$ cat src/hdl/mme_pkg.sv
// Shared types and constants of the matrix multiply engine.
package mme_pkg;

    // Widths that the field list fixes, or the upper bounds of the parameters.
    localparam int DATA_MAX     = 32;  // widest element
    localparam int ADDR_MAX     = 8;   // store address at the largest matrix size
    localparam int DIM_MAX_BITS = 5;   // effective dimension, up to 16
    localparam int CFG_BITS     = 4;   // width of each dimension register
    localparam int CFG_IDX_BITS = 2;   // register index on the configuration port
    localparam int IDX_BITS     = 3;   // row and column fields of a result
    localparam int FRAC_BITS    = 16;  // fraction bits of Q16.16
    localparam int QUEUE_DEPTH  = 4;   // command queue between front and back

    localparam logic [CFG_BITS-1:0] DIM_RESET = 4'd8;

    // Register indexes on the configuration port.
    localparam logic [CFG_IDX_BITS-1:0] REG_ROWS_A    = 2'd0;
    localparam logic [CFG_IDX_BITS-1:0] REG_INNER_DIM = 2'd1;
    localparam logic [CFG_IDX_BITS-1:0] REG_COLS_B    = 2'd2;

    typedef struct packed {
        logic [CFG_BITS-1:0] rows_a;
        logic [CFG_BITS-1:0] inner_dim;
        logic [CFG_BITS-1:0] cols_b;
    } cfg_t;

    // One classified input item: a store write, and possibly the start of a run.
    typedef struct packed {
        logic [DATA_MAX-1:0]     data;
        logic [ADDR_MAX-1:0]     addr;
        logic                    is_a;     // write goes to the A store
        logic                    wr_en;    // slot exists
        logic                    run;      // last element of the load
        logic [DIM_MAX_BITS-1:0] rows;     // effective dimensions for the run
        logic [DIM_MAX_BITS-1:0] inner;
        logic [DIM_MAX_BITS-1:0] cols;
    } cmd_t;

    typedef struct packed {
        logic [IDX_BITS-1:0] row;
        logic [IDX_BITS-1:0] col;
        logic                last;
    } res_t;

endpackage

$ cat src/hdl/mme_fifo.sv
// Short command queue between the front and back ends.
module mme_fifo #(
    parameter int DEPTH = 4
) (
    input  logic          clk,
    input  logic          rst_n,
    input  logic          push,
    input  mme_pkg::cmd_t push_cmd,
    output logic          full,
    input  logic          pop,
    output mme_pkg::cmd_t head,
    output logic          empty
);

    localparam int PTR_W = $clog2(DEPTH);
    localparam int CNT_W = $clog2(DEPTH + 1);

    mme_pkg::cmd_t    mem [DEPTH];
    logic [PTR_W-1:0] wr_ptr_reg, wr_ptr_next, rd_ptr_reg, rd_ptr_next;
    logic [CNT_W-1:0] count_reg, count_next;

    assign full  = count_reg == CNT_W'(DEPTH);
    assign empty = count_reg == '0;
    assign head  = mem[rd_ptr_reg];

    always_comb
    begin
        wr_ptr_next = wr_ptr_reg;
        rd_ptr_next = rd_ptr_reg;
        count_next  = count_reg;
        if (push)
        begin
            wr_ptr_next = (wr_ptr_reg == PTR_W'(DEPTH - 1)) ? '0 : wr_ptr_reg + PTR_W'(1);
        end
        if (pop)
        begin
            rd_ptr_next = (rd_ptr_reg == PTR_W'(DEPTH - 1)) ? '0 : rd_ptr_reg + PTR_W'(1);
        end
        if (push && !pop)
            count_next = count_reg + CNT_W'(1);
        else if (pop && !push)
            count_next = count_reg - CNT_W'(1);
    end

    always_ff @(posedge clk)
    begin
        if (push)
        begin
            mem[wr_ptr_reg] <= push_cmd;
        end
    end

    always_ff @(posedge clk or negedge rst_n)
    begin
        if (!rst_n)
        begin
            wr_ptr_reg <= '0;
            rd_ptr_reg <= '0;
            count_reg  <= '0;
        end
        else
        begin
            wr_ptr_reg <= wr_ptr_next;
            rd_ptr_reg <= rd_ptr_next;
            count_reg  <= count_next;
        end
    end

endmodule

$ cat config.mk
export PLATFORM = sky130hd
export DESIGN_NAME = mme_fifo
export DESIGN_NICKNAME = d
export VERILOG_FILES = /design/src/hdl/mme_pkg.sv /design/src/hdl/mme_fifo.sv
export SDC_FILE = /design/constraint.sdc
export NUM_CORES = 1
export LEC_CHECK = 0
export BUFFER_PORTS_ARGS = -buffer_cell sky130_fd_sc_hd__buf_4
export CORE_ASPECT_RATIO = 2
export CORE_MARGIN = 8
export CORE_UTILIZATION = 35
export DETAILED_ROUTE_END_ITERATION = 8
export HOLD_SLACK_MARGIN = 0.06
export PLACE_DENSITY = 0.52
export SYNTH_ARGS = -nofsm -noshare
export SYNTH_HDL_FRONTEND = slang
export SYNTH_SLANG_ARGS = --single-unit
$ cat constraint.sdc
create_clock -name clk -period 3 [get_ports clk]
set_clock_uncertainty 0.05 [all_clocks]
set_input_delay 0.15 -clock clk [delete_from_list [all_inputs] [get_ports clk]]
set_output_delay 0.15 -clock clk [all_outputs]
set_load 0.03 [all_outputs]
-- Word-level counts from Yosys, hierarchy flattened
Memories as Yosys holds them, arrays and structs flattened.
Index checks and enable logic that the tools add are counted.
- output and inout port bits: 60
- input bits: 62
- memories kept: 1
- word-level logic and storage cells: 23
- memory bits (writable): 232
- register bits: 7
- muxes and demuxes: 6
- eq/ne operators: 3
- add/sub/neg operators: 4
- reduce and logical (&&, ||, !) cells: 6
- memory list (memory ; words ; width ; rd ports ; clocked after Yosys merged registers in ; write ports ; line ; text):
    mem ; 4 ; 58 ; 1 ; 0 ; 1 ; mme_fifo.sv:18 ; mme_pkg::cmd_t mem [DEPTH];
- operators by type and width (operator ; count):
    two-way mux 3 bit ; 2
    adder 2 x 1 -> 2 bit (second input constant) ; 2
    == test 2 bit (second input constant) ; 2
    two-way mux 2 bit ; 2
    adder 3 x 1 -> 3 bit (second input constant) ; 1
    == test 3 bit (second input constant) ; 1
    logical NOT 3 bit ; 1
    subtractor 3 x 1 -> 3 bit (second input constant) ; 1
    logical AND 1 bit ; 2
    logical NOT 1 bit ; 2
    two-way mux 1 bit ; 2
    nonzero test 2 bit ; 1

-- Logic depth before layout (Yosys ltp)
- depth in word-level cells: 4
- depth in mapped cells: 7
- depth with buffers taken out: 7

-- Least setup slack after synthesis
OpenSTA, ideal clock, no wires.
- kind: reg2reg
- start: register wr_ptr_reg[0]
- end: memory mem[0][0] (netlist bit), enable pin
- buffers on the path: 0
- slack: 0.533 ns
- period minus slack after synthesis: 2.467 ns
- library setup time: 0.422 ns
- stages on the path, launching flop included: 4
- data required time: 2.528 ns
- arrival time: 1.995 ns
- path through: dfrtp_1 -> inv_1 -> ha_1 -> and2_1
- RTL lines (element ; line ; text):
    from (decl) ; mme_fifo.sv:19 ; logic [PTR_W-1:0] wr_ptr_reg, wr_ptr_next, rd_ptr_reg, rd_ptr_next;
    from (signal assigned) ; mme_fifo.sv:63 ; wr_ptr_reg <= wr_ptr_next;
    to (decl) ; mme_fifo.sv:18 ;
No word-level cell before the write port.

==> results by group <==
Outcome
  – Status: finished, final reports clean

Hold path
  – Hold Crit Class: in2reg

Setup path
  – Bufs and invs on worst path: 2
  – Crit-path most repeated cell: buf_4
  – Critical R2R Capture: mem[0][37]
  – CP endpoint: head[7]
  – Arrival @ worst endpoint: 2.46 ns
  – Crit Path Class: reg2out
  – CP Max Fanout: 34
  – WP depth: 3
  – Worst EP required: 2.80 ns
  – Critical-path cell list: buf_4 -> mux4_2 -> buf_4
  – CP Launch Type: flop
  – Worst Setup SP: rd_ptr_reg[0]
  – Critical Path Max Stage Delay: 0.88 ns
  – Flop2flop setup slack: 1.06 ns
  – Reg2reg start: wr_ptr_reg[0]
  – Slowest cell on the critical path: dfrtp_4
  – Top delay family on crit path: flip-flops
  – Reg2Reg Depth: 4
  – Crit end category: primary output

Die
  – Die height: 241 um
  – Die width: 128 um
  – Io pins: 122
  – Initial core utilization: 35.5%
  – Die Area: 31000 um^2
  – Core Region: 24900 um^2
  – Placement Rows: 82

STA
  – Worst Hold Slack: 0.339 ns
  – RSZ-0062 raised after global routing: false
  – Final-report max-slew violation count: 0
  – Crit path time final: 2.66 ns
  – Max Freq: 0.375 GHz
  – Final setup violation count: 0
  – Setup_tns: 0 ns
  – Fin crit share: 88.8%
  – Max-slew headroom: 38.6%
  – Least-Margin Pin Slew: 0.921 ns
  – Endpoints failing hold: 0
  – Worst setup margin: 0.336 ns

Synthesis
  – Adder-Cell Fraction of Synth Area: 1.07%
  – Async set-reset flop share out of synthesis: 2.93%
  – Mapped Area: 8860 um^2
  – Synthesized netlist net count: 410
  – Synth Area in Compound Gates: 0.113%
  – Multiplexer share of the synthesized area: 15.1%
  – Top-area cell type share of the netlist area: 78.7%
  – Synth cell count leaders: edfxtp_1 (232), mux4_2 (58), dfrtp_1 (7)
  – Leading area contributor after synthesis: edfxtp_1
  – Synth Area in XOR/XNOR: 0.297%
  – Ranking of synthesized cells by area: edfxtp_1 (79%), mux4_2 (15%), dfrtp_1 (2.0%), buf_12 (1.4%), ha_1 (0.85%)
  – Count leader, synth: edfxtp_1
  – Mapped Cells: 341
  – Seq/Total Area, Yosys: 80.6%
  – Most used DFF post-synth: edfxtp_1
  – Avg Cell Area, Syn: 26.0 um^2
  – #FFs+latches synth: 239
  – Simple-gate area share of the yosys netlist: 0.636%
  – Largest family of logic cells by synthesized area: multiplexers
  – Yosys Warn Count: 0
  – Number of distinct library cells after synthesis: 19
  – EDFF count, synth: 232

Clocking
  – # clock sinks: 239
  – Clk slew on worst S/H paths: 0.07 ns
  – Htree depth: 1
  – Post_cts resized: 0
  – Clk root buf: clkbuf_16
  – Worst-Skew Late Latency: 0.50 ns
  – CTS Hold Buffers Added: 62
  – CTS tree: built
  – Longest Clk Path Bufs: 3
  – Num CTS Buffers: 21
  – Postcts setup bufs: 0

Place
  – Dpl ws: 0.784 ns
  – GP Congestion: 0.682
  – Hpwl dp: 11400 um
  – Placed Area: 10100 um^2
  – PortBufs: 121
  – Placed Cells: 793

GRT
  – Antenna violations before repair: 1
  – Gr ovfl total: 0
  – Overall Global Routing Usage: 12.1%
  – Vias in the first global route: 4827
  – First-pass GRT wire length: 28000 um
  – Largest net degree at the start of global routing: 59

Layout
  – Layout cell share with drive strength beyond 1: 41.3%
  – Layout area overhead: 28.8%
  – Finished Cell Area: 11400 um^2
  – Max reg flops: 232
  – Final net count: 611
  – Final core utilization: 45.8%
  – Layout Cells excl Fill: 892

Detailed routing
  – Initial DRC count: 210
  – Remaining antenna violation count after routing: 0
  – Vias: 4148
  – Final WL: 18200 um
  – DRC: 0
  – Drt via density: 4.65
  – Drt pass-1 iters: 4
  – WL/cell: 20.4 um

Power and ir drop
  – Leak: 3.93 nW
  – Power Density: 970 nW/um^2
  – Pwr Total: 11.1 mW
  – Worst vdd ir: 0.000514 V

Run
  – Max-cap violations: 0
## routing by layer
| metal | up-vias | routed length [um] | track usage [%] |
|---|---|---|---|
| met1 | 2201 | 6530 | 12.2 |
| met4 | 0 | 442 | 5.15 |
| li1 | 1839 | - | - |
| met2 | 85 | 10500 | 23.7 |
| met5 | - | 0 | 0 |
| met3 | 23 | 688 | 1.95 |
## worst min path at each step
stage / to / startpoint / slack (ns) / cells past startpoint
CTS: mem[3][49] / push_cmd[49] / 0.31 / 2
global placement: count_reg[1] / rst_n / -0.08 / 1
global route: mem[3][49] / push_cmd[49] / 0.33 / 2
finish: mem[3][57] / push_cmd[57] / 0.34 / 2
floorplan: count_reg[0] / rst_n / -0.20 / 0
detailed placement: count_reg[0] / rst_n / -0.08 / 1
## kinds of logic (layout without fill, tap and decap cells)
group / count (synthesis) / after routing
buf+inv: 18 / 232
xor+xnor: 3 / 3
fa+ha+maj: 7 / 7
simple gates: 11 / 11
mux: 61 / 61
other cells: 0 / 1
compound gates: 2 / 2
flops: 239 / 239
## report_power, final
part | switching (mW) | internal [mW]
clock network | 1.13 | 1.44
logic | 2.19 | 1.68
registers | 0.325 | 4.29
## layout make-up
type                    count  area, um^2
fillers                  2167       13500
flip-flops and latches    239        7150
repair buffers            192        1630
multi-input cells          84        1540
clock buffers              26         574
well taps                 336         420
clock inverters            10        76.3
inverters                   4        15.0
diodes                      1        2.50
## cell usage in the layout (no fill, tap or decap), drive strengths merged
cell,Yosys,final
and2,4,4
buf,14,130
bufinv,0,1
clkbuf,0,26
clkinv,0,9
dfrtp,7,7
diode,0,1
dlygate4sd3,0,62
edfxtp,232,232
fa,1,1
ha,6,6
inv,4,4
mux2,3,3
mux4,58,58
nand2,2,2
nor2,3,3
nor3,1,1
nor3b,1,1
o21ai,2,2
xnor2,1,1
xor2,2,2
Power figures use the tool's default switching activity.
