## src/hdl/mme_pkg.sv

```systemverilog
// Shared types and constants of the matrix multiply engine.
package mme_pkg;

    // Widths that the field list fixes, or the upper bounds of the parameters.
    localparam int DATA_MAX     = 32;  // widest element
    localparam int ADDR_MAX     = 8;   // store address at the largest matrix size
    localparam int DIM_MAX_BITS = 5;   // effective dimension, up to 16
    localparam int CFG_BITS     = 4;   // width of each dimension register
    localparam int CFG_IDX_BITS = 2;   // register index on the configuration port
    localparam int IDX_BITS     = 3;   // row and column fields of a result
    localparam int FRAC_BITS    = 16;  // fraction bits of Q16.16
    localparam int QUEUE_DEPTH  = 4;   // command queue between front and back

    localparam logic [CFG_BITS-1:0] DIM_RESET = 4'd8;

    // Register indexes on the configuration port.
    localparam logic [CFG_IDX_BITS-1:0] REG_ROWS_A    = 2'd0;
    localparam logic [CFG_IDX_BITS-1:0] REG_INNER_DIM = 2'd1;
    localparam logic [CFG_IDX_BITS-1:0] REG_COLS_B    = 2'd2;

    typedef struct packed {
        logic [CFG_BITS-1:0] rows_a;
        logic [CFG_BITS-1:0] inner_dim;
        logic [CFG_BITS-1:0] cols_b;
    } cfg_t;

    // One classified input item: a store write, and possibly the start of a run.
    typedef struct packed {
        logic [DATA_MAX-1:0]     data;
        logic [ADDR_MAX-1:0]     addr;
        logic                    is_a;     // write goes to the A store
        logic                    wr_en;    // slot exists
        logic                    run;      // last element of the load
        logic [DIM_MAX_BITS-1:0] rows;     // effective dimensions for the run
        logic [DIM_MAX_BITS-1:0] inner;
        logic [DIM_MAX_BITS-1:0] cols;
    } cmd_t;

    typedef struct packed {
        logic [IDX_BITS-1:0] row;
        logic [IDX_BITS-1:0] col;
        logic                last;
    } res_t;

endpackage

```

## src/hdl/mme_front.sv

```systemverilog
// Front end: accepts elements, tracks the load count and classifies each item.
module mme_front #(
    parameter int MAX_DIM    = 8,
    parameter int DATA_WIDTH = 32
) (
    input  logic                  clk,
    input  logic                  rst_n,
    input  mme_pkg::cfg_t         cfg,
    input  logic                  in_valid,
    output logic                  in_ready,
    input  logic [DATA_WIDTH-1:0] in_data,
    output logic                  push,
    output mme_pkg::cmd_t         push_cmd,
    input  logic                  full
);

    localparam int DEPTH  = MAX_DIM * MAX_DIM;
    localparam int ADDR_W = $clog2(DEPTH);
    localparam int DIM_W  = $clog2(MAX_DIM + 1);
    localparam int CNT_W  = $clog2(2 * MAX_DIM * MAX_DIM + 1);
    localparam int DM     = mme_pkg::DATA_MAX;
    localparam int AM     = mme_pkg::ADDR_MAX;
    localparam int DB     = mme_pkg::DIM_MAX_BITS;

    // Zero acts as one, anything above the maximum as the maximum.
    function automatic logic [DIM_W-1:0] eff_dim(input logic [mme_pkg::CFG_BITS-1:0] raw);
        logic [DIM_W-1:0] d;
        begin
            if (raw == '0)
                d = DIM_W'(1);
            else if (32'(raw) > MAX_DIM)
                d = DIM_W'(MAX_DIM);
            else
                d = DIM_W'(raw);
            return d;
        end
    endfunction

    logic [DIM_W-1:0]  r_dim, k_dim, c_dim;
    logic [CNT_W-1:0]  a_total, total, count_inc, b_off;
    logic [CNT_W-1:0]  count_reg, count_next;
    logic              is_a, slot_ok, run;
    logic [ADDR_W-1:0] addr;

    assign r_dim     = eff_dim(cfg.rows_a);
    assign k_dim     = eff_dim(cfg.inner_dim);
    assign c_dim     = eff_dim(cfg.cols_b);
    assign a_total   = CNT_W'(r_dim) * CNT_W'(k_dim);
    assign total     = a_total + CNT_W'(k_dim) * CNT_W'(c_dim);
    assign count_inc = count_reg + CNT_W'(1);
    assign b_off     = count_reg - a_total;
    assign is_a      = count_reg < a_total;
    assign slot_ok   = is_a || (b_off < CNT_W'(DEPTH));
    assign addr      = is_a ? ADDR_W'(count_reg) : ADDR_W'(b_off);
    assign run       = count_inc >= total;

    assign in_ready = !full;
    assign push     = in_valid && !full;

    always_comb
    begin
        push_cmd       = '0;
        push_cmd.data  = DM'(in_data);
        push_cmd.addr  = AM'(addr);
        push_cmd.is_a  = is_a;
        push_cmd.wr_en = slot_ok;
        push_cmd.run   = run;
        push_cmd.rows  = DB'(r_dim);
        push_cmd.inner = DB'(k_dim);
        push_cmd.cols  = DB'(c_dim);
    end

    assign count_next = run ? '0 : count_inc;

    always_ff @(posedge clk or negedge rst_n)
    begin
        if (!rst_n)
        begin
            count_reg <= '0;
        end
        else if (push)
        begin
            count_reg <= count_next;
        end
    end

endmodule

```

## config.mk

```make
export PLATFORM = sky130hd
export DESIGN_NAME = mme_front
export DESIGN_NICKNAME = d
export VERILOG_FILES = /design/src/hdl/mme_pkg.sv /design/src/hdl/mme_front.sv
export SDC_FILE = /design/constraint.sdc
export NUM_CORES = 1
export LEC_CHECK = 0
export BUFFER_PORTS_ARGS = -buffer_cell sky130_fd_sc_hd__buf_2
export CAP_MARGIN = 5
export CORE_MARGIN = 2
export CORE_UTILIZATION = 45
export CTS_CLUSTER_SIZE = 16
export DETAILED_ROUTE_END_ITERATION = 7
export PLACE_DENSITY = 0.76
export REMOVE_ABC_BUFFERS = 1
export SYNTH_ARGS = -nofsm -noshare
export SYNTH_HDL_FRONTEND = slang
export SYNTH_SLANG_ARGS = --single-unit
```

## constraint.sdc

```tcl
create_clock -name clk -period 22.4 [get_ports clk]
set_input_delay 3.36 -clock clk [delete_from_list [all_inputs] [get_ports clk]]
set_output_delay 3.36 -clock clk [all_outputs]
set_load 0.02 [all_outputs]
```

# Yosys cells after proc, flatten, opt, wreduce, memory -nomap -nowiden

Index checks and enable logic that the tools add are counted.

$add $sub $neg: 3
Multipliers: 2
Magnitude comparators: 6
Multiplexer cells: 8
Reduce and logical (&&, ||, !) cells: 6

Operators with widths:

| cell                                                                         | number |
|---|---|
| 4-bit 2-to-1 mux                                                             | 6 |
| 4-bit by 4-bit multiplier with 8-bit output                                  | 2 |
| 4-bit > comparator, second input constant                                    | 3 |
| 4-bit logical NOT                                                            | 3 |
| 8-bit by 1-bit adder with 8-bit output, second input constant                | 1 |
| 8-bit adder                                                                  | 1 |
| 8-bit >= comparator                                                          | 1 |
| 8-bit by 7-bit less-than comparator with 1-bit output, second input constant | 1 |
| 8-bit less-than comparator                                                   | 1 |
| 8-bit 2-to-1 mux                                                             | 1 |
| 8-bit subtractor                                                             | 1 |
| 6-bit 2-to-1 mux                                                             | 1 |
| 1-bit logical AND                                                            | 1 |
| 1-bit logical NOT                                                            | 1 |
| 1-bit logical OR                                                             | 1 |

Register bits after elaboration: 8
Bits of input ports: 48
Output and inout port bits: 60
Logic and storage cells: 26

# Logic depth before layout (Yosys ltp)

Gate-level depths: netlist of run 1.

Depth after elaboration: 7
Mapped depth: 25
Depth with buffers taken out: 25

# Least setup slack after synthesis of run 1

Ideal clock, no wire load.

Kind: input -> output
Start: in cfg[10] (netlist bit)
End: out push_cmd[15] (netlist bit)
Data arrival time: 8.622 ns
Required time: 19.040 ns
Setup slack: 10.418 ns
Stages: 25
Buffers on the path: 1
Cell sequence: nor2_1 nor2_1 or2_2 inv_1 nand2_1 fa_1 inv_1 fa_1 fa_1 a21oi_1 nor2_1 nor2_1 xor2_1 fa_1 inv_1 ha_1 and3_1 a211oi_1 o211ai_1 xor2_1 ha_1 and4_1 o21ai_0 o21ai_1 buf_4

RTL lines:

| element            | line            | text |
|---|---|---|
| start: declaration | mme_front.sv:8  | `input mme_pkg::cfg_t cfg,` |
| end: declaration   | mme_front.sv:13 | `output mme_pkg::cmd_t push_cmd,` |

==> results of run 1 <==
-- through the flow --
step,instance area (sq um),setup WS (ps),instances,util [%]
3_3_place_gp,2550,10200,391,46.3
5_1_grt,2590,9570,394,47.1
4_1_cts,2590,10040,394,47.1
6_report,2590,10040,394,47.1
2_1_floorplan,2270,10410,281,-
3_5_place_dp,2550,10050,391,46.3
-- Yosys cell counts (2+ instances only) --
master    count
inv_1        46
ha_1         44
buf_4        40
nand2_1      26
nor2_1       25
fa_1         14
and2_1       11
xnor2_1      10
a21oi_1       8
dfrtp_1       8
nand2b_1      8
xor2_1        8
a21o_1        7
o21ai_1       6
clkbuf_1      5
o211ai_1      5
or2_2         5
and3_1        4
mux2_4        4
o21ai_0       4
nand3_1       3
a31oi_1       2
mux2i_1       2
nor2b_1       2
nor3_1        2
nor3b_1       2
o21a_1        2
-- worst max-delay path, cell delays in order --
cell,delay (ps)
buf_2,100
nor2_1,90
nor2_1,40
or2_2,290
inv_1,80
nand2_1,70
fa_1,530
inv_1,50
fa_1,530
fa_1,470
a21oi_1,160
nor2_1,50
nor2_1,110
xor2_1,250
fa_1,460
inv_1,70
ha_1,270
and3_1,180
a211oi_1,200
o211ai_1,130
xor2_1,170
ha_1,310
and4_1,180
o21ai_0,170
o21ai_1,430
buf_2,250
-- power groups by stage --
| stage | clock network, W | registers, W | logic (W) |
|---|---|---|---|
| finish | 0.0000174 | 0.0000285 | 0.000149 |
| global route | 0.0000189 | 0.0000292 | 0.000165 |
| CTS | 0.0000175 | 0.0000281 | 0.000150 |
| detailed placement | 0 | 0.0000283 | 0.000149 |
| global placement | 0 | 0.0000281 | 0.000146 |
| floorplan | 0 | 0.0000249 | 0.000116 |
-- layer usage --
metal  track usage [%]  part of all wire, %  vias up
li1                  -                    -     1019
met3              9.95                   11       10
met1              26.1                   44     1020
met2              28.7                   44       91
met5              8.18                    0        -
met4              3.79                 0.85        0
-- kinds of logic (layout without fill, tap and decap cells) --
kind of cell / count (synthesis) / after routing / share of synthesized area [%]
compound gates: 49 / 49 / 14.1
mux: 6 / 6 / 3.11
xor+xnor: 18 / 18 / 6.13
buf+inv: 91 / 87 / 19.1
simple gates: 91 / 91 / 17.4
fa+ha+maj: 58 / 58 / 32.3
other cells: 1 / 5 / 0.146
flops: 8 / 8 / 7.78
-- final timing paths --
check                      slack [ps]      endpoint          from
max                             10040  push_cmd[15]       cfg[10]
min                               590  count_reg[7]  count_reg[7]
max reg2reg                     19630  count_reg[2]  count_reg[1]
min reg2reg                       590  count_reg[7]  count_reg[7]
max in group asynchronous       19270  count_reg[5]         rst_n
min in group asynchronous        2960  count_reg[2]         rst_n
-- layout make-up --
cell class | instances | area, sq um | area share [%]
multi-input cells | 227 | 1900 | 73.2
flip-flops and latches | 8 | 200 | 7.73
repair buffers | 38 | 190 | 7.34
inverters | 46 | 173 | 6.66
well taps | 72 | 90.1 | 3.48
clock buffers | 3 | 41.3 | 1.59
==> run_results.csv, run 1 <==
group,metric,value,unit
run_status,status,"finished clean",
flow_run,cap_violations,0,
logic_synthesis,synth_ff_type,"dfrtp_1",
drt,vias,2140,
pwr,power.switching,0.0000988,W
sta,fin_skew,1.98,ps
grt,grt_use_total,19.9,%
final_layout,fillers,547,
drt,viasPerCell,5.43,
drt,wire_per_inst,15.9,um
sta,grt_setup_unrepaired,"false",
floorplan,start_util,46.7,%
logic_synthesis,synth-edff-count,0,
pwr,irDropWorstVdd,65.0,uV
clocking,tritoncts,"done",
clocking,clk_path_buf_depth,2,
grt,first_global_vias,1998,
logic_synthesis,synth_top_area_cell,"ha_1",
clocking,cts.repair.resized,0,
worst_hold_path,min_path_type,"register to register",
worst_setup_path,cp-end-kind,"output port",
floorplan,fp.dieH,79.6,um
pwr,clkPwrFrac,8.9,%
final_layout,drive_above_1_share,17.1,%
worst_hold_path,whs_path_depth,2,
grt,grt_pass1_wl,9800,um
logic_synthesis,ys_ff_latch,8,
pwr,p_leak,1.43,nW
sta,hold_violations,0,
clocking,insertion_delay,230,ps
worst_setup_path,arrival,9000,ps
worst_setup_path,rr_worst_depth,10,
pwr,power_density,75.2,nW/um^2
clocking,cts_htree_levels,1,
final_layout,area_growth,0.681,%
clocking,cts_made_buffers,3,
floorplan,dieWidth,79.6,um
grt,grt_antenna_before_repair,0,
logic_synthesis,syn_area_per_cell,7.99,sq um
drt,drcViolationCount,0,
pwr,p_sw_share,50.7,%
logic_synthesis,syn_inst,322,
drt,drtIter0Drc,198,
final_layout,layout_common_cells,"inv_1, ha_1, buf_2",
sta,slew_violations,0,
worst_setup_path,worstSetupPathType,"input pin to output port",
floorplan,core_area,5510,sq um
clocking,clk_pin_slew,40,ps
grt,grt_max_degree,13,
sta,setup-violations-final,0,
worst_setup_path,required,19040,ps
logic_synthesis,synth.yosys.seq_area_share,7.78,%
pwr,sequentialPowerShare,14.6,%
final_layout,largest_reg_flops,8,
floorplan,die_area,6340,sq um
placement,gp_congestion,0.874,
drt,drt-pass1-iter-count,4,
sta,fin_hold_ws,593,ps
logic_synthesis,synth.cell_area,2570,sq um
logic_synthesis,yosysWarnings,0,
floorplan,io_pins,108,
sta,final.period_utilization,55.2,%
pwr,combPwrFrac,76.4,%
sta,fmaxAchievable,80.9,MHz
placement,io_buffers,38,
clocking,postCtsHoldBufs,0,
drt,ant_nets,0,
sta,min_period,12360,ps
grt,overflow,0,
placement,dp_hpwl,5370,um
sta,setup_tns,0,ps
final_layout,fin_nets,430,
logic_synthesis,yosysTopAreaCellShare,21.4,%
logic_synthesis,ys_types,46,
logic_synthesis,synthArstFlopShare,100,%
pwr,fin_total_pwr,0.000195,W
logic_synthesis,ys_top_cells_by_area,"ha_1, buf_4, fa_1",
clocking,cts.sinks,8,
pwr,p_int,0.0000960,W
clocking,post_cts_buffers,0,
final_layout,layout_commonest_cell,"inv_1",
clocking,root_buffer,"clkbuf_8",
final_layout,diodes,0,
floorplan,rows,27,
worst_setup_path,cp-start-kind,"input pin",
drt,wl,6260,um
worst_setup_path,worstPathMaxFanout,7,
Power figures use the tool's default switching activity.
==> inputs of run 2 (changes only) <==
--- a/config.mk
+++ b/config.mk
@@ -11,7 +11,7 @@
 export CORE_UTILIZATION = 45
 export CTS_CLUSTER_SIZE = 16
 export DETAILED_ROUTE_END_ITERATION = 7
-export PLACE_DENSITY = 0.76
+export PLACE_DENSITY = 0.79
 export REMOVE_ABC_BUFFERS = 1
 export SYNTH_ARGS = -nofsm -noshare
 export SYNTH_HDL_FRONTEND = slang
==> constraint.sdc (replaced) <==
create_clock -name clk -period 10.4 [get_ports clk]
set_input_delay 1.56 -clock clk [delete_from_list [all_inputs] [get_ports clk]]
set_output_delay 1.56 -clock clk [all_outputs]
set_load 0.02 [all_outputs]
==> run_results.csv, run 2 (synthesis gave the netlist of run 1 again) <==
group,metric,value,unit
grt,grt_max_degree,13,
grt,grt_antenna_before_repair,0,
final_layout,largest_reg_flops,8,
sta,setup-violations-final,0,
worst_setup_path,arrival,7220,ps
clocking,cts_htree_levels,1,
sta,fmaxAchievable,114,MHz
floorplan,start_util,46.7,%
sta,fin_skew,2.80,ps
worst_setup_path,worstSetupPathType,"input pin to output port",
drt,vias,2116,
drt,viasPerCell,5.37,
placement,io_buffers,38,
final_layout,diodes,0,
floorplan,rows,27,
clocking,cts.sinks,8,
final_layout,area_growth,0.681,%
placement,dp_hpwl,5350,um
pwr,power_density,162,nW/um^2
clocking,post_cts_buffers,0,
drt,wire_per_inst,15.9,um
worst_setup_path,cp-end-kind,"output port",
placement,dp_slack,1660,ps
worst_setup_path,slowest_delay,530,ps
placement,gp_congestion,0.867,
pwr,irDropWorstVdd,145,uV
clocking,clk_pin_slew,40,ps
drt,wl,6270,um
drt,drt-pass1-iter-count,5,
drt,drtIter0Drc,129,
worst_setup_path,required,8840,ps
drt,wl_met1,2720,um
worst_setup_path,cp-start-kind,"input pin",
final_layout,layout_commonest_cell,"inv_1",
drt,ant_nets,0,
sta,min_period,8780,ps
final_layout,layout_common_cells,"inv_1, ha_1, buf_2",
worst_setup_path,cpMaxStageDelayCell,"fa_1",
run_status,status,"finished clean",
sta,hold_violations,0,
sta,setup_slack,1620,ps
drt,drcViolationCount,0,
placement,post_dp_cell_area,2550,sq um
clocking,insertion_delay,230,ps
clocking,cts.repair.resized,0,
clocking,root_buffer,"clkbuf_8",
floorplan,io_pins,108,
clocking,tritoncts,"done",
floorplan,fp.dieH,79.6,um
sta,setup_tns,0,ps
grt,grt_use_total,19.9,%
sta,final.period_utilization,84.5,%
floorplan,core_area,5510,sq um
drt,route.met2.wl,2820,um
worst_hold_path,min_path_type,"register to register",
floorplan,dieWidth,79.6,um
worst_setup_path,worstPathMaxFanout,7,
sta,worst_pin_slew,512,ps
clocking,cts_made_buffers,3,
final_layout,finalInstanceArea,2590,sq um
final_layout,drive_above_1_share,17.1,%
grt,first_global_vias,1986,
grt,grt_pass1_wl,9940,um
final_layout,fin_nets,430,
sta,grt_setup_unrepaired,"false",
sta,relSlewSlack,65.7,%
pwr,p_leak,1.43,nW
drt,dr_wl_met3,690,um
clocking,postCtsHoldBufs,0,
floorplan,die_area,6340,sq um
final_layout,fillers,533,
clocking,clk_path_buf_depth,2,
drt,top_layer_used,"met4",
flow_run,cap_violations,0,
sta,slew_violations,0,
grt,overflow,0,
run 2: cell counts in the layout (fill, tap and decap cells not counted):
No cell type changed its count.
run 2: layer usage:
layer | global-route usage (%) | vias to the layer above
li1 | - | 1017
met3 | 10.6 | 10
met2 | 29.4 | 94
met4 | 2.59 | 0
met1 | 25.6 | 995
met5 | 8.18 | -
run 2: through the flow:
stage | cells | power, W | utilization, % | hold WS, ps
after global routing | 394 | 0.000461 | 47.1 | 627
after detailed placement | 391 | 0.000382 | 46.3 | 572
after global placement | 391 | 0.000374 | 46.3 | 574
final | 394 | 0.000420 | 47.1 | 600
after floorplan | 281 | 0.000303 | - | 498
after CTS | 394 | 0.000420 | 47.1 | 581
run 2: final timing paths:
kind	from	end	slack [ps]	depth (start not counted)
hold / removal	count_reg[6]	count_reg[6]	600	2
min in group asynchronous	rst_n	count_reg[0]	1160	1
setup reg to reg	count_reg[1]	count_reg[2]	7570	10
setup / recovery	cfg[10]	push_cmd[15]	1620	26
max in group asynchronous	rst_n	count_reg[2]	9070	1
hold reg to reg	count_reg[6]	count_reg[6]	600	2
run 2: worst max-delay path, delay by kind of cell:
family / cells / cell delay (ps)
buffers and inverters: 5 / 580
AND/OR/NAND/NOR: 8 / 1030
adder cells (fa/ha/maj): 6 / 2530
XOR/XNOR: 2 / 380
AO/OA/AOI/OAI: 5 / 1140
run 2: power by group:
group / internal [W] / switching, W
logic: 0.000142 / 0.000180
clock network: 0.0000250 / 0.0000118
registers: 0.0000405 / 0.0000207
run 2: cell type report:
cell class                 count  area, sq um  share of cell area (%)
timing repair buffer          38          190                    7.34
inverter                      46          173                    6.66
multi-input combinational    227         1900                    73.2
tap                           72         90.1                    3.48
sequential                     8          200                    7.73
clock buffer                   3         41.3                    1.59
==> inputs of run 3 (changes only) <==
--- a/config.mk
+++ b/config.mk
@@ -11,7 +11,7 @@
 export CORE_UTILIZATION = 45
 export CTS_CLUSTER_SIZE = 16
 export DETAILED_ROUTE_END_ITERATION = 7
-export PLACE_DENSITY = 0.79
+export PLACE_DENSITY = 0.76
 export REMOVE_ABC_BUFFERS = 1
 export SYNTH_ARGS = -nofsm -noshare
 export SYNTH_HDL_FRONTEND = slang
==> constraint.sdc (replaced) <==
create_clock -name clk -period 8.84 [get_ports clk]
set_input_delay 1.326 -clock clk [delete_from_list [all_inputs] [get_ports clk]]
set_output_delay 1.326 -clock clk [all_outputs]
set_load 0.02 [all_outputs]
==> run_results.csv, run 3 (synthesis gave the netlist of run 1 again) <==
group,metric,value,unit
run_status,status,"finished clean",
pwr,irDropWorstVdd,158,uV
final_layout,layout_commonest_cell,"inv_1",
sta,setup_slack,537,ps
sta,hold_violations,0,
final_layout,diodes,0,
clocking,cts.sinks,8,
worst_setup_path,worstPathMaxFanout,7,
flow_run,cap_violations,0,
clocking,post_cts_buffers,0,
floorplan,dieWidth,79.6,um
final_layout,fillers,542,
drt,wire_per_inst,15.8,um
worst_setup_path,rr_worst_depth,10,
sta,fin_skew,3.17,ps
floorplan,io_pins,108,
clocking,clk_pin_slew,40,ps
grt,use_met2,29.2,%
worst_hold_path,min_path_type,"register to register",
drt,viasPerCell,5.34,
clocking,cts.repair.resized,0,
worst_setup_path,reg2reg_slack,6080,ps
clocking,cts_htree_levels,1,
sta,setup-violations-final,0,
floorplan,start_util,46.7,%
grt,busiest_layer,"met2",
drt,drt-pass1-iter-count,7,
sta,final.period_utilization,93.9,%
clocking,clk_path_buf_depth,2,
sta,fin_hold_ws,585,ps
clocking,insertion_delay,230,ps
grt,first_global_vias,2039,
final_layout,largest_reg_flops,8,
drt,wl,6240,um
clocking,postCtsHoldBufs,0,
grt,use_met3,9.95,%
worst_hold_path,holdPathEnd,"count_reg[7]",
worst_setup_path,r2r_start,"count_reg[1]",
drt,vias,2104,
grt,overflow,0,
worst_setup_path,arrival,6980,ps
worst_setup_path,cp-start-kind,"input pin",
floorplan,core_area,5510,sq um
worst_setup_path,required,7510,ps
pwr,p_leak,1.43,nW
floorplan,fp.dieH,79.6,um
placement,dp_slack,558,ps
grt,grt_pass1_wl,9950,um
sta,slew_violations,0,
sta,grt_setup_unrepaired,"false",
drt,drcViolationCount,0,
worst_setup_path,worstSetupPathType,"input pin to output port",
final_layout,area_growth,0.681,%
worst_setup_path,cp-end-kind,"output port",
drt,ant_nets,0,
pwr,power_density,190,nW/um^2
pwr,fin_total_pwr,0.000494,W
worst_hold_path,whs_path_depth,2,
final_layout,fin_nets,430,
grt,grt_max_degree,13,
grt,grt_use_total,20.0,%
placement,gp_congestion,0.874,
grt,use_met1,26.0,%
floorplan,die_area,6340,sq um
placement,io_buffers,38,
worst_hold_path,hp-start,"count_reg[7]",
clocking,cts_made_buffers,3,
sta,fmaxAchievable,120,MHz
clocking,tritoncts,"done",
placement,dp_hpwl,5370,um
sta,setup_tns,0,ps
floorplan,rows,27,
grt,grt_antenna_before_repair,0,
sta,min_period,8300,ps
final_layout,drive_above_1_share,17.1,%
clocking,root_buffer,"clkbuf_8",
drt,drtIter0Drc,154,
worst_setup_path,rr_endpoint,"count_reg[2]",
final_layout,layout_common_cells,"inv_1, ha_1, buf_2",
==> run 3: cell counts in the layout (fill, tap and decap cells not counted) <==
No cell type changed its count.
==> run 3: final cells by class <==
type	count	area (sq um)	share of cell area (%)
repair buffers	38	190	7.34
well taps	72	90.1	3.48
clock buffers	3	41.3	1.59
flip-flops and latches	8	200	7.73
multi-input cells	227	1900	73.2
inverters	46	173	6.66
==> run 3: per-layer routing <==
metal  vias to the layer above  share of wire, %
met5                         -                 0
met4                         0              0.61
met3                         5                11
met2                        83                44
met1                       999                44
li1                       1017                 -
==> run 3: stage by stage <==
step / instances / util [%] / area (sq um)
global route: 394 / 47.1 / 2590
floorplan: 281 / - / 2270
global placement: 391 / 46.3 / 2550
detailed placement: 391 / 46.3 / 2550
finish: 394 / 47.1 / 2590
CTS: 394 / 47.1 / 2590
==> run 3: worst max-delay path: stages <==
cell	delay [ps]
buf_2	100
nor2_1	90
nor2_1	40
or2_2	290
inv_1	80
nand2_1	70
fa_1	530
inv_1	50
fa_1	530
fa_1	470
a21oi_1	160
nor2_1	50
nor2_1	110
xor2_1	240
fa_1	460
inv_1	70
ha_1	260
and3_1	180
a211oi_1	210
o211ai_1	140
xor2_1	170
ha_1	310
and4_1	170
o21ai_0	160
o21ai_1	440
buf_2	260
==> run 3: worst max-delay path by stage <==
| stage | startpoint | endpoint | slack (ps) |
|---|---|---|---|
| 3_3_place_gp | cfg[10] | push_cmd[15] | 710 |
| 4_1_cts | cfg[10] | push_cmd[15] | 550 |
| 5_1_grt | cfg[10] | push_cmd[15] | 150 |
| 6_report | cfg[10] | push_cmd[15] | 540 |
| 2_1_floorplan | cfg[10] | push_cmd[15] | 920 |
| 3_5_place_dp | cfg[10] | push_cmd[15] | 560 |
==> run 3: where the power goes <==
part	switching [W]	internal (W)
Combinational	0.000213	0.000167
Sequential	0.0000240	0.0000476
Clock	0.0000132	0.0000294
